**src/rtl/hrfp_pkg.sv**
```systemverilog
`timescale 1ns / 1ps

package hrfp_pkg;

    // Payload header of a fragmentation unit: type 49 shifted into place, layer 0, TID 1.
    localparam logic [7:0]  FU_PAYLOAD_HDR0 = 8'(49 << 1);
    localparam logic [7:0]  FU_PAYLOAD_HDR1 = 8'h01;
    localparam logic [5:0]  TYPE_MASK       = 6'h3F;
    localparam logic [7:0]  FU_S_BIT        = 8'(1 << 7);
    localparam logic [7:0]  FU_E_BIT        = 8'(1 << 6);

    // Payload limit register.
    localparam int          PAYLOAD_BITS    = 12;
    localparam logic [11:0] MIN_PAYLOAD     = 12'd16;
    localparam logic [11:0] RESET_PAYLOAD   = 12'd1400;

    // Defaults for the top level parameters.
    localparam int          DEFAULT_LENGTH_BITS = 24;
    localparam int          DEFAULT_QUEUE_DEPTH = 4;

    // One input beat.
    typedef struct packed {
        logic [7:0]  nal_byte;
        logic        nal_start;
        logic [23:0] nal_length;
    } hrfp_in_t;

    // One output beat.
    typedef struct packed {
        logic [7:0]  out_byte;
        logic        packet_first;
        logic        packet_last;
        logic [15:0] seq_number;
        logic        run_last;
    } hrfp_out_t;

    // Work handed from the front to the back: one data byte, optionally
    // preceded by the three fragment header bytes.
    typedef struct packed {
        logic [7:0]  data;
        logic        pkt_first;
        logic        pkt_last;
        logic        frag_start;
        logic [7:0]  fu_byte;
        logic [15:0] seq;
    } hrfp_cmd_t;

    // Position of the back end within one command.
    typedef enum logic [1:0] {
        BEAT_PH0,
        BEAT_PH1,
        BEAT_FUH,
        BEAT_DATA
    } hrfp_beat_t;

endpackage

```
**src/rtl/hrfp_front.sv**
```systemverilog
`timescale 1ns / 1ps

module hrfp_front
    import hrfp_pkg::*;
#(
    parameter int LENGTH_BITS = DEFAULT_LENGTH_BITS
)
(
    input  logic                    clk,
    input  logic                    rst_n,
    input  logic                    push,
    input  hrfp_in_t                in_item,
    input  logic                    queue_full,
    input  logic                    cfg_valid,
    input  logic [PAYLOAD_BITS-1:0] cfg_data,
    output logic                    wr_en,
    output hrfp_cmd_t               wr_cmd
);

    logic [PAYLOAD_BITS-1:0] max_payload_reg;
    logic [LENGTH_BITS-1:0]  bytes_left_reg, bytes_left_next;
    logic                    frag_mode_reg, frag_mode_next;
    logic [1:0]              hdr_index_reg, hdr_index_next;
    logic [5:0]              unit_type_reg, unit_type_next;
    logic [PAYLOAD_BITS-1:0] chunk_fill_reg, chunk_fill_next;
    logic                    first_frag_reg, first_frag_next;
    logic [15:0]             pkt_count_reg, pkt_count_next;

    logic                    accept;
    logic                    start;
    logic [31:0]             len_wide;
    logic [LENGTH_BITS-1:0]  len;
    logic [PAYLOAD_BITS-1:0] limit;
    logic                    open_pkt;
    logic [LENGTH_BITS-1:0]  bl;
    logic                    fm;
    logic [1:0]              hi;
    logic [PAYLOAD_BITS-1:0] cf;
    logic [PAYLOAD_BITS-1:0] cf_inc;
    logic [LENGTH_BITS-1:0]  bl_dec;
    logic                    ff;
    logic [15:0]             pc;
    logic                    last;

    assign accept   = push && !queue_full;
    assign start    = in_item.nal_start;
    assign len_wide = 32'(in_item.nal_length);
    assign len      = len_wide[LENGTH_BITS-1:0];
    assign limit    = (max_payload_reg < MIN_PAYLOAD) ? MIN_PAYLOAD : max_payload_reg;
    assign open_pkt = frag_mode_reg ? (chunk_fill_reg != '0) : (bytes_left_reg != '0);

    // State as seen after a unit start has been applied.
    assign bl     = start ? len : bytes_left_reg;
    assign fm     = start ? (32'(len) > 32'(limit)) : frag_mode_reg;
    assign hi     = start ? 2'd0 : hdr_index_reg;
    assign cf     = start ? '0 : chunk_fill_reg;
    assign ff     = start ? 1'b1 : first_frag_reg;
    assign pc     = (start && open_pkt) ? pkt_count_reg + 16'd1 : pkt_count_reg;
    assign cf_inc = cf + PAYLOAD_BITS'(1);
    assign bl_dec = bl - LENGTH_BITS'(1);

    // Classify the byte and work out the state it leaves behind.
    always_comb
    begin
        bytes_left_next = bl;
        frag_mode_next  = fm;
        hdr_index_next  = hi;
        unit_type_next  = start ? (in_item.nal_byte[6:1] & TYPE_MASK) : unit_type_reg;
        chunk_fill_next = cf;
        first_frag_next = ff;
        pkt_count_next  = pc;
        last            = 1'b0;
        wr_en           = 1'b0;

        wr_cmd.data       = in_item.nal_byte;
        wr_cmd.pkt_first  = 1'b0;
        wr_cmd.pkt_last   = 1'b0;
        wr_cmd.frag_start = 1'b0;
        wr_cmd.fu_byte    = {2'b00, unit_type_next};
        wr_cmd.seq        = pc;

        if (bl != '0)
        begin
            if (!fm)
            begin
                // Single NAL unit packet: the byte passes through.
                last             = (bl == LENGTH_BITS'(1));
                wr_en            = accept;
                wr_cmd.pkt_first = start;
                wr_cmd.pkt_last  = last;
                bytes_left_next  = bl_dec;
                if (last)
                begin
                    pkt_count_next = pc + 16'd1;
                end
            end
            else if (hi < 2'd2)
            begin
                // NAL header bytes of a fragmented unit are swallowed.
                hdr_index_next  = hi + 2'd1;
                bytes_left_next = bl_dec;
            end
            else
            begin
                // Fragment body; a new fragment opens with its header bytes.
                wr_en             = accept;
                wr_cmd.frag_start = (cf == '0);
                wr_cmd.fu_byte    = {2'b00, unit_type_reg}
                                  | (ff ? FU_S_BIT : 8'h00)
                                  | ((32'(bl) <= 32'(limit)) ? FU_E_BIT : 8'h00);
                if (cf == '0)
                begin
                    first_frag_next = 1'b0;
                end
                bytes_left_next = bl_dec;
                last            = (cf_inc >= limit) || (bl_dec == '0);
                wr_cmd.pkt_last = last;
                if (last)
                begin
                    chunk_fill_next = '0;
                    pkt_count_next  = pc + 16'd1;
                end
                else
                begin
                    chunk_fill_next = cf_inc;
                end
                if (bl_dec == '0)
                begin
                    frag_mode_next = 1'b0;
                end
            end
        end
    end

    // Unit state, updated once per accepted byte.
    always_ff @(posedge clk or negedge rst_n)
    begin
        if (!rst_n)
        begin
            bytes_left_reg <= '0;
            frag_mode_reg  <= 1'b0;
            hdr_index_reg  <= 2'd0;
            unit_type_reg  <= 6'd0;
            chunk_fill_reg <= '0;
            first_frag_reg <= 1'b0;
            pkt_count_reg  <= 16'd0;
        end
        else if (accept)
        begin
            bytes_left_reg <= bytes_left_next;
            frag_mode_reg  <= frag_mode_next;
            hdr_index_reg  <= hdr_index_next;
            unit_type_reg  <= unit_type_next;
            chunk_fill_reg <= chunk_fill_next;
            first_frag_reg <= first_frag_next;
            pkt_count_reg  <= pkt_count_next;
        end
    end

    // Payload limit register.
    always_ff @(posedge clk or negedge rst_n)
    begin
        if (!rst_n)
        begin
            max_payload_reg <= RESET_PAYLOAD;
        end
        else if (cfg_valid)
        begin
            max_payload_reg <= cfg_data;
        end
    end

endmodule

```
**src/rtl/hrfp_queue.sv**
```systemverilog
`timescale 1ns / 1ps

module hrfp_queue
    import hrfp_pkg::*;
#(
    parameter int DEPTH = DEFAULT_QUEUE_DEPTH
)
(
    input  logic      clk,
    input  logic      rst_n,
    input  logic      wr_en,
    input  hrfp_cmd_t wr_cmd,
    input  logic      rd_en,
    output hrfp_cmd_t rd_cmd,
    output logic      q_full,
    output logic      q_empty
);

    localparam int PTR_BITS = (DEPTH > 1) ? $clog2(DEPTH) : 1;
    localparam int CNT_BITS = $clog2(DEPTH + 1);

    hrfp_cmd_t             slot_reg [DEPTH];
    logic [PTR_BITS-1:0]   wr_ptr_reg, wr_ptr_next;
    logic [PTR_BITS-1:0]   rd_ptr_reg, rd_ptr_next;
    logic [CNT_BITS-1:0]   count_reg, count_next;
    logic                  do_wr;
    logic                  do_rd;

    assign q_full  = (count_reg == CNT_BITS'(DEPTH));
    assign q_empty = (count_reg == '0);
    assign do_wr   = wr_en && !q_full;
    assign do_rd   = rd_en && !q_empty;
    assign rd_cmd  = slot_reg[rd_ptr_reg];

    // Pointer and fill bookkeeping.
    always_comb
    begin
        wr_ptr_next = wr_ptr_reg;
        rd_ptr_next = rd_ptr_reg;
        count_next  = count_reg;
        if (do_wr)
        begin
            wr_ptr_next = (wr_ptr_reg == PTR_BITS'(DEPTH - 1)) ? '0 : wr_ptr_reg + PTR_BITS'(1);
        end
        if (do_rd)
        begin
            rd_ptr_next = (rd_ptr_reg == PTR_BITS'(DEPTH - 1)) ? '0 : rd_ptr_reg + PTR_BITS'(1);
        end
        if (do_wr && !do_rd)
        begin
            count_next = count_reg + CNT_BITS'(1);
        end
        else if (do_rd && !do_wr)
        begin
            count_next = count_reg - CNT_BITS'(1);
        end
    end

    always_ff @(posedge clk or negedge rst_n)
    begin
        if (!rst_n)
        begin
            wr_ptr_reg <= '0;
            rd_ptr_reg <= '0;
            count_reg  <= '0;
        end
        else
        begin
            wr_ptr_reg <= wr_ptr_next;
            rd_ptr_reg <= rd_ptr_next;
            count_reg  <= count_next;
        end
    end

    // Storage slots carry payload only.
    always_ff @(posedge clk)
    begin
        if (do_wr)
        begin
            slot_reg[wr_ptr_reg] <= wr_cmd;
        end
    end

endmodule

```
**src/rtl/hrfp_back.sv**
```systemverilog
`timescale 1ns / 1ps

module hrfp_back
    import hrfp_pkg::*;
(
    input  logic      clk,
    input  logic      rst_n,
    input  hrfp_cmd_t rd_cmd,
    input  logic      q_empty,
    output logic      rd_en,
    input  logic      pop,
    output logic      empty,
    output hrfp_out_t out_item
);

    hrfp_cmd_t  cur_reg;
    logic       cur_valid_reg, cur_valid_next;
    hrfp_beat_t beat_reg, beat_next;
    logic       final_beat;
    logic       take;

    assign empty      = !cur_valid_reg;
    assign final_beat = (beat_reg == BEAT_DATA);
    assign take       = pop && cur_valid_reg;
    assign rd_en      = !q_empty && (!cur_valid_reg || (take && final_beat));

    // Step through the beats of the current command, then load the next one.
    always_comb
    begin
        cur_valid_next = cur_valid_reg;
        beat_next      = beat_reg;
        if (rd_en)
        begin
            cur_valid_next = 1'b1;
            beat_next      = rd_cmd.frag_start ? BEAT_PH0 : BEAT_DATA;
        end
        else if (take)
        begin
            case (beat_reg)
                BEAT_PH0:  beat_next = BEAT_PH1;
                BEAT_PH1:  beat_next = BEAT_FUH;
                BEAT_FUH:  beat_next = BEAT_DATA;
                default:   cur_valid_next = 1'b0;
            endcase
        end
    end

    always_ff @(posedge clk or negedge rst_n)
    begin
        if (!rst_n)
        begin
            cur_valid_reg <= 1'b0;
            beat_reg      <= BEAT_DATA;
        end
        else
        begin
            cur_valid_reg <= cur_valid_next;
            beat_reg      <= beat_next;
        end
    end

    always_ff @(posedge clk)
    begin
        if (rd_en)
        begin
            cur_reg <= rd_cmd;
        end
    end

    // Result beat for the current position.
    always_comb
    begin
        out_item.seq_number   = cur_reg.seq;
        out_item.run_last     = final_beat;
        out_item.packet_first = 1'b0;
        out_item.packet_last  = 1'b0;
        case (beat_reg)
            BEAT_PH0:
            begin
                out_item.out_byte     = FU_PAYLOAD_HDR0;
                out_item.packet_first = 1'b1;
            end
            BEAT_PH1:
            begin
                out_item.out_byte = FU_PAYLOAD_HDR1;
            end
            BEAT_FUH:
            begin
                out_item.out_byte = cur_reg.fu_byte;
            end
            default:
            begin
                out_item.out_byte     = cur_reg.data;
                out_item.packet_first = cur_reg.pkt_first;
                out_item.packet_last  = cur_reg.pkt_last;
            end
        endcase
    end

endmodule

```
**src/rtl/hevc_rtp_fragment_packetizer.sv**
```systemverilog
`timescale 1ns / 1ps

// H.265 RTP packetizer: turns a NAL unit byte stream into single-unit packets
// or fragmentation units with their payload and FU headers.
// Input channel: push/full with one NAL byte per beat; the beat that carries
// nal_start also carries the unit length. Output channel: empty/pop, one
// payload byte per beat with packet boundary flags and the sequence number.
// Configuration: cfg_valid/cfg_ready/cfg_data writes the payload limit; it is
// always ready and should only be written while the block is idle.
// Each command is written into the queue, then loaded into the output register
// before its beats show. Throughput: one input byte per cycle while full is low.
// The first data byte of each fragment expands to four output beats, which the
// output side drains at one beat per cycle while pop is high; the command queue
// (QUEUE_DEPTH entries) absorbs that burst, and full rises once the queue fills.
// When the receiver stalls, the current beat holds and the queue fills; full
// then holds off the sender without losing data.
// Reset clears the unit state, the sequence number and the queue, and sets the
// payload limit to 1400 bytes.
module hevc_rtp_fragment_packetizer
    import hrfp_pkg::*;
#(
    parameter int LENGTH_BITS = DEFAULT_LENGTH_BITS,
    parameter int QUEUE_DEPTH = DEFAULT_QUEUE_DEPTH
)
(
    input  logic                    clk,
    input  logic                    rst_n,
    input  logic                    push,
    output logic                    full,
    input  hrfp_in_t                in_item,
    output logic                    empty,
    input  logic                    pop,
    output hrfp_out_t               out_item,
    input  logic                    cfg_valid,
    output logic                    cfg_ready,
    input  logic [PAYLOAD_BITS-1:0] cfg_data
);

    logic      wr_en;
    hrfp_cmd_t wr_cmd;
    logic      rd_en;
    hrfp_cmd_t rd_cmd;
    logic      q_empty;

    assign cfg_ready = 1'b1;

    // Front: unit state and classification of each byte.
    hrfp_front #(
        .LENGTH_BITS (LENGTH_BITS)
    ) u_front (
        .clk        (clk),
        .rst_n      (rst_n),
        .push       (push),
        .in_item    (in_item),
        .queue_full (full),
        .cfg_valid  (cfg_valid && cfg_ready),
        .cfg_data   (cfg_data),
        .wr_en      (wr_en),
        .wr_cmd     (wr_cmd)
    );

    // Command queue between the two sides.
    hrfp_queue #(
        .DEPTH (QUEUE_DEPTH)
    ) u_queue (
        .clk     (clk),
        .rst_n   (rst_n),
        .wr_en   (wr_en),
        .wr_cmd  (wr_cmd),
        .rd_en   (rd_en),
        .rd_cmd  (rd_cmd),
        .q_full  (full),
        .q_empty (q_empty)
    );

    // Back: expands each command into output beats.
    hrfp_back u_back (
        .clk      (clk),
        .rst_n    (rst_n),
        .rd_cmd   (rd_cmd),
        .q_empty  (q_empty),
        .rd_en    (rd_en),
        .pop      (pop),
        .empty    (empty),
        .out_item (out_item)
    );

endmodule

```
**config.mk**
```make
export PLATFORM = sky130hd
export DESIGN_NAME = hevc_rtp_fragment_packetizer
export DESIGN_NICKNAME = d
export VERILOG_FILES = /design/src/rtl/hrfp_pkg.sv /design/src/rtl/hrfp_front.sv /design/src/rtl/hrfp_queue.sv /design/src/rtl/hrfp_back.sv /design/src/rtl/hevc_rtp_fragment_packetizer.sv
export SDC_FILE = /design/constraint.sdc
export NUM_CORES = 1
export LEC_CHECK = 0
export BUFFER_PORTS_ARGS = -buffer_cell sky130_fd_sc_hd__buf_4
export CELL_PAD_IN_SITES_DETAIL_PLACEMENT = 0
export CELL_PAD_IN_SITES_GLOBAL_PLACEMENT = 1
export CORE_UTILIZATION = 50
export DETAILED_ROUTE_END_ITERATION = 12
export GPL_TIMING_DRIVEN = 0
export PLACE_DENSITY = 0.84
export SYNTH_ARGS = -nofsm -noshare
export SYNTH_HDL_FRONTEND = slang
export SYNTH_SLANG_ARGS = --single-unit
```
**constraint.sdc**
```tcl
create_clock -name clk -period 5.65 [get_ports clk]
set_input_delay 1.13 -clock clk [delete_from_list [all_inputs] [get_ports clk]]
set_output_delay 1.13 -clock clk [all_outputs]
set_load 0.01 [all_outputs]
```
Yosys cells after proc, flatten, opt, wreduce, memory -nomap -nowiden

Memory sizes are Yosys's and may differ from the RTL's.
Cells that the tools add are included.

Bits in writable memories: 140
Register bits: 118
Memories kept: 1
Logic and storage cells: 129
Output and inout port bits: 30
Bits of input ports: 50

Memories:

| memory           | depth | bits a word | read ports | clocked after Yosys merged registers in | write ports | RTL line         | text |
|---|---|---|---|---|---|---|---|
| u_queue.slot_reg | 4     | 35          | 1          | 0                                       | 1           | hrfp_queue.sv:22 | `hrfp_cmd_t slot_reg [DEPTH];` |

Reductions and logical operators: 30
Magnitude comparators: 5
Bitwise gates (word level): 2
Add/subtract/negate cells: 9
Multiplexer cells: 56
Equality and inequality tests: 8

Operator list:

| cell                                                 | count |
|---|---|
| 2-to-1 mux 16 bit                                    | 6 |
| 2-to-1 mux 12 bit                                    | 6 |
| 2-to-1 mux 24 bit                                    | 2 |
| nonzero test 24 bit                                  | 2 |
| adder 16 x 1 -> 16 bit (second input constant)       | 2 |
| == test 24 x 1 -> 1 bit (second input constant)      | 1 |
| greater-than comparator 24 x 12 -> 1 bit             | 1 |
| less-or-equal comparator 24 x 12 -> 1 bit            | 1 |
| zero test 24 bit                                     | 1 |
| one-hot mux 8 bit (3 select lines)                   | 1 |
| subtractor 24 x 1 -> 24 bit (second input constant)  | 1 |
| 2-to-1 mux 1 bit                                     | 22 |
| 2-to-1 mux 2 bit                                     | 9 |
| adder 12 x 1 -> 12 bit (second input constant)       | 1 |
| >= comparator 12 bit                                 | 1 |
| zero test 12 bit                                     | 1 |
| < comparator 12 x 5 -> 1 bit (second input constant) | 1 |
| nonzero test 12 bit                                  | 1 |
| 2-to-1 mux 11 bit                                    | 1 |
| 2-to-1 mux 10 bit                                    | 1 |
| logical AND 1 bit                                    | 9 |
| 2-to-1 mux 9 bit                                     | 1 |
| == test 2 bit (second input constant)                | 4 |
| 2-to-1 mux 8 bit                                     | 1 |
| 23 further kinds                                     | 33 |

Logic depth before layout (Yosys ltp)

Word-level depth: 11
Depth in mapped cells: 24
Gate-level depth less buffers: 19

By module

A second synthesis with hierarchy kept.

Cell total of the unflattened synthesis: 1095
Area total of the unflattened synthesis: 13481.7 um^2

By module, submodules not included:

| module                       | instances | cells each | seq. area each (um^2) | area each (um^2) |
|---|---|---|---|---|
| hrfp_front                   | 1         | 772        | 1859.3                | 6419.9 |
| hrfp_queue                   | 1         | 220        | 4379.2                | 5500.3 |
| hrfp_back                    | 1         | 101        | 1098.6                | 1550.2 |
| hevc_rtp_fragment_packetizer | 1         | 2          | 0.0                   | 11.3 |

Least setup slack after synthesis

Ideal clock, no wire load.

Kind: input to register
Start point: input port in_item[24] in the netlist's numbering
End point: register u_front.pkt_count_reg[11]
Cell stages on the path: 23
Path buffers: 4
Path slack: 0.129 ns
Arrival: 5.401 ns
Setup time: 0.120 ns
Required time: 5.530 ns
Cells stage by stage: buf_2 -> buf_6 -> inv_1 -> clkbuf_1 -> clkbuf_1 -> nand2_1 -> inv_1 -> ha_1 -> nand3_1 -> nor3_1 -> and3_1 -> xnor2_1 -> nor2_1 -> ha_1 -> o21ai_0 -> or3_1 -> nor4_1 -> o32a_1 -> and4_1 -> o21a_1 -> a32oi_4 -> or3_1 -> and3_1

Word-level cells in the longest chain between the ends: 8
Elaborated cells on any way between the ends: 20
Classes of those cells: add/sub (3); order compare (2); eq/ne (1); mux (10); reduce/logical (4)

Ends and longest elaborated chain:

| element                                                               | RTL line                           | text |
|---|---|---|
| from (decl)                                                           | hevc_rtp_fragment_packetizer.sv:30 | `input hrfp_in_t in_item,` |
| 2-to-1 mux 12 bit or 2-to-1 mux 24 bit (tied branches)                | hrfp_front.sv:56, hrfp_front.sv:53 |  |
| adder 12 x 1 -> 12 bit or subtractor 24 x 1 -> 24 bit (tied branches) | hrfp_front.sv:59, hrfp_front.sv:60 |  |
| >= comparator 12 bit or zero test 24 bit (tied branches)              | hrfp_front.sv:116                  | `last = (cf_inc >= limit) \|\| (bl_dec == '0);` |
| logical OR 1 bit                                                      | hrfp_front.sv:116                  |  |
| 2-to-1 mux 16 bit                                                     | hrfp_front.sv:118                  | `if (last)` |
| 2-to-1 mux 16 bit                                                     | hrfp_front.sv:97                   | `else if (hi < 2'd2)` |
| 2-to-1 mux 16 bit                                                     | hrfp_front.sv:84                   | `if (!fm)` |
| 2-to-1 mux 16 bit *                                                   | hrfp_front.sv:82                   | `if (bl != '0)` |
| to (signal assigned)                                                  | hrfp_front.sv:156                  | `pkt_count_reg <= pkt_count_next;` |
| to (decl)                                                             | hrfp_front.sv:27                   | `logic [15:0] pkt_count_reg, pkt_count_next;` |

Mark *: on every way between the ends. The rest lies on a longest branch, timed or not.
A chain may end at the register's enable or synchronous reset.

Worst setup path after layout

Same ends and word-level chain as after synthesis.

==> results.yml <==
power:
  p_switching_w: 0.00222
  p_int_w: 0.00465
  pwr-share-comb_pct: 31.0
  power_leakage_nw: 5.96
  power.share.clock_pct: 28.6
  power_density_nw_per_um2: 436
  ir_worst_vdd_mv: 0.247
  seqPwrFrac_pct: 40.4
  p_sw_share_pct: 32.4
layout:
  nets: 1334
  drive_gt1_share_pct: 20.9
  largest_reg_flops: 140
  design_area_um2: 15800
  area_growth_pct: 15.6
  diodes: 0
yosys:
  yosysTopAreaCellShare_pct: 38.3
  synth_area_leaders: "edfxtp_1 38%, dfrtp_1 14%, mux4_2 5.8%"
  syn_avg_cell_area_um2: 12.2
  syn-instance-count: 1122
  synth_edf_count: 174
  yosysWarnings: 0
  ys_seq_elements: 258
  yosysTopAreaCell: "edfxtp_1"
  synth_common_cells: "174 x edfxtp_1, 114 x nand2_1, 76 x dfrtp_1, 55 x ha_1, 55 x nor2_1"
  ys_seq_area_share_pct: 53.8
  synth.most_common_cell: "edfxtp_1"
  yosysUniqueCellTypes: 87
  synth_flop_cell: "edfxtp_1"
  synth_area_um2: 13600
  async_reset_ff_share_pct: 32.6
  syn_nets: 1228
grt:
  track_usage_pct: 24.3
  grt_pass1_wl_mm: 52.8
  grt_max_degree: 85
  antenna_found_initial: 0
  overflow: 0
  grt_pass1_vias: 9550
worst_setup_path:
  crit_slowest_cell: "or3_1"
  crit_required_ns: 6.07
  start_kind: "primary input"
  critPathMaxStageDelay_ns: 0.39
  worst-setup-path-type: "primary input to flop"
  cp.arrival_ns: 5.84
  cp_max_fo: 12
  crit_chain: "buf_2, buf_6, clkinvlp_4, clkbuf_4, nand2_1, inv_1, ha_1, nand3_1, nor3_2, and3_1, xnor2_1, nor2_1, ha_1, o21ai_0, or3_1, nor4_1, o32a_2, and4_1, o21a_2, a32oi_4, or3_1, and3_1"
  worst_setup_path_end_kind: "flop"
die:
  start_util_pct: 50.8
  dieArea_um2: 27900
  dieWidth_um: 167
  ios: 80
  die_h_um: 167
  num_rows: 60
  core_um2: 26900
sta:
  rsz0062_at_grt: "false"
  setup_violations: 0
  timing.hold.ws_ns: 0.501
  maxSlewHeadroom_pct: 17.3
  fin_ws_ns: 0.228
  hold_viol_final: 0
  post-route-period-util_pct: 96.0
  finalCriticalPeriod_ns: 5.42
  skew_ns: 0.0110
  slew_viol_final: 0
  tightest_slew_ns: 1.23
  max_freq_mhz: 184
placed_design:
  dp_hpwl_mm: 23.1
  place.gp.congestion: 0.895
  place_area_um2: 14700
  port_buffers: 75
  pre_cts_slack_ns: -1.31
run:
  drv_cap: 0
routing:
  final_antenna_net_count: 0
  detailedRoute.firstIterationViolations: 768
  drt_pass1_iterations: 5
  drt-total-wl_mm: 33.5
  routedWlPerCell_um: 21.0
  viasPerCell: 6.06
  drc: 0
  dr_total_vias: 9644
cts:
  cts.sink_count: 258
  path_clk_slew_ns: 0.06
  postCtsHoldBufs: 0
  root_buffer: "clkbuf_16"
  cts_made_buffers: 28
  cts_max_level: 1
  cts_tree: "built"
  clockBufferDepth: 3
  insertion_delay_ns: 0.53
min_path:
  hold_path_class: "flop to flop"
run_status:
  status: "finished, final reports clean"
what timing repair did:
item | in CTS | in global routing
buffers inserted | 0 | 0
endpoints found under the setup margin | 68 | 26
resized for setup | 11 | 10
critical path: cells and delay by family:
family / cells / cell delay, ns
xor gates and xnor gates: 1 / 0.14
buffers and inverters: 5 / 1.02
adders and majority gates: 2 / 0.53
AOI/OAI and AO/OA: 4 / 0.75
and+or+nand+nor: 10 / 2.26
metrics by stage:
stage                     TNS (ns)  std cells  utilization (%)  total power (W)
final                            0       1591             58.7          0.00687
after global placement     -210.21       1538             54.4          0.00483
after CTS                        0       1592             58.5          0.00691
after floorplan                  0       1122                -          0.00419
after global routing             0       1591             58.7          0.00722
after detailed placement    -70.69       1541             54.7          0.00491
power groups by stage:
stage | Clock (W) | Sequential [W] | Combinational [W]
floorplan | 0 | 0.00272 | 0.00147
global placement | 0 | 0.00278 | 0.00204
global route | 0.00207 | 0.00281 | 0.00234
detailed placement | 0 | 0.00280 | 0.00212
CTS | 0.00200 | 0.00277 | 0.00214
finish | 0.00197 | 0.00277 | 0.00213
path summary, 6_finish.rpt:
kind	start	endpoint	slack [ns]	depth (start not counted)
worst max register to register	u_front.max_payload_reg[10]	u_front.pkt_count_reg[11]	0.96	13
max in group asynchronous	rst_n	u_front.bytes_left_reg[17]	4.04	1
min in group asynchronous	rst_n	u_back.cur_valid_reg	0.82	1
worst min-delay path	u_back.cur_valid_reg	u_back.cur_valid_reg	0.50	2
worst min register to register	u_back.cur_valid_reg	u_back.cur_valid_reg	0.50	2
worst max-delay path	in_item[24]	u_front.pkt_count_reg[11]	0.23	22
cells by family after synthesis:
logic type               count (synthesis)  share of synthesized area [%]
AND/OR/NAND/NOR                        376                           14.3
flip-flops                             258                           53.8
buffers and inverters                  100                           3.48
AO/OA/AOI/OAI                          201                           10.6
adder cells (fa/ha/maj)                 56                           5.19
XOR/XNOR                                47                           3.02
other                                    1                         0.0275
multiplexers                            83                           9.57
layer usage:
layer	vias to the layer above	GRT usage, %	wire, um
li1	4482	-	-
met1	4761	33.1	14500
met2	343	41.6	16300
met3	58	2.55	1930
met4	0	6.58	747
met5	-	0	0
placed cells by master (no fill, tap or decap), types with 7 or more instances in the layout:
master / netlist / layout
edfxtp_1: 174 / 174
clkbuf_16: 0 / 29
ha_1: 55 / 54
clkbuf_1: 33 / 33
o21ai_0: 41 / 41
nor4_1: 22 / 21
nand2b_1: 8 / 8
a21oi_1: 34 / 34
a31oi_1: 15 / 15
o21a_1: 8 / 7
xnor2_1: 27 / 27
dfstp_2: 8 / 8
mux4_2: 35 / 35
or3_1: 12 / 12
mux2i_1: 19 / 17
nand3_1: 34 / 34
a21o_1: 7 / 7
mux2_2: 29 / 29
o211ai_1: 9 / 9
or4_1: 7 / 7
nand2_1: 114 / 114
nor2_1: 55 / 55
and3_1: 15 / 15
xor2_1: 20 / 20
o31ai_1: 11 / 11
dfrtp_1: 76 / 76
nor3_1: 37 / 35
inv_1: 34 / 32
and2_1: 14 / 10
buf_4: 18 / 95
a211oi_1: 8 / 8
nand4_1: 16 / 16
a22o_1: 12 / 12
cell type report:
type | instances | area (um^2)
Timing Repair Buffer | 78 | 623
Multi-Input combinational cell | 764 | 5880
Clock buffer | 31 | 733
Inverter | 34 | 131
Tap cell | 341 | 427
Buffer | 64 | 355
Clock inverter | 21 | 277
Sequential cell | 258 | 7340
Fill cell | 2182 | 11100
Power figures use the tool's default switching activity.
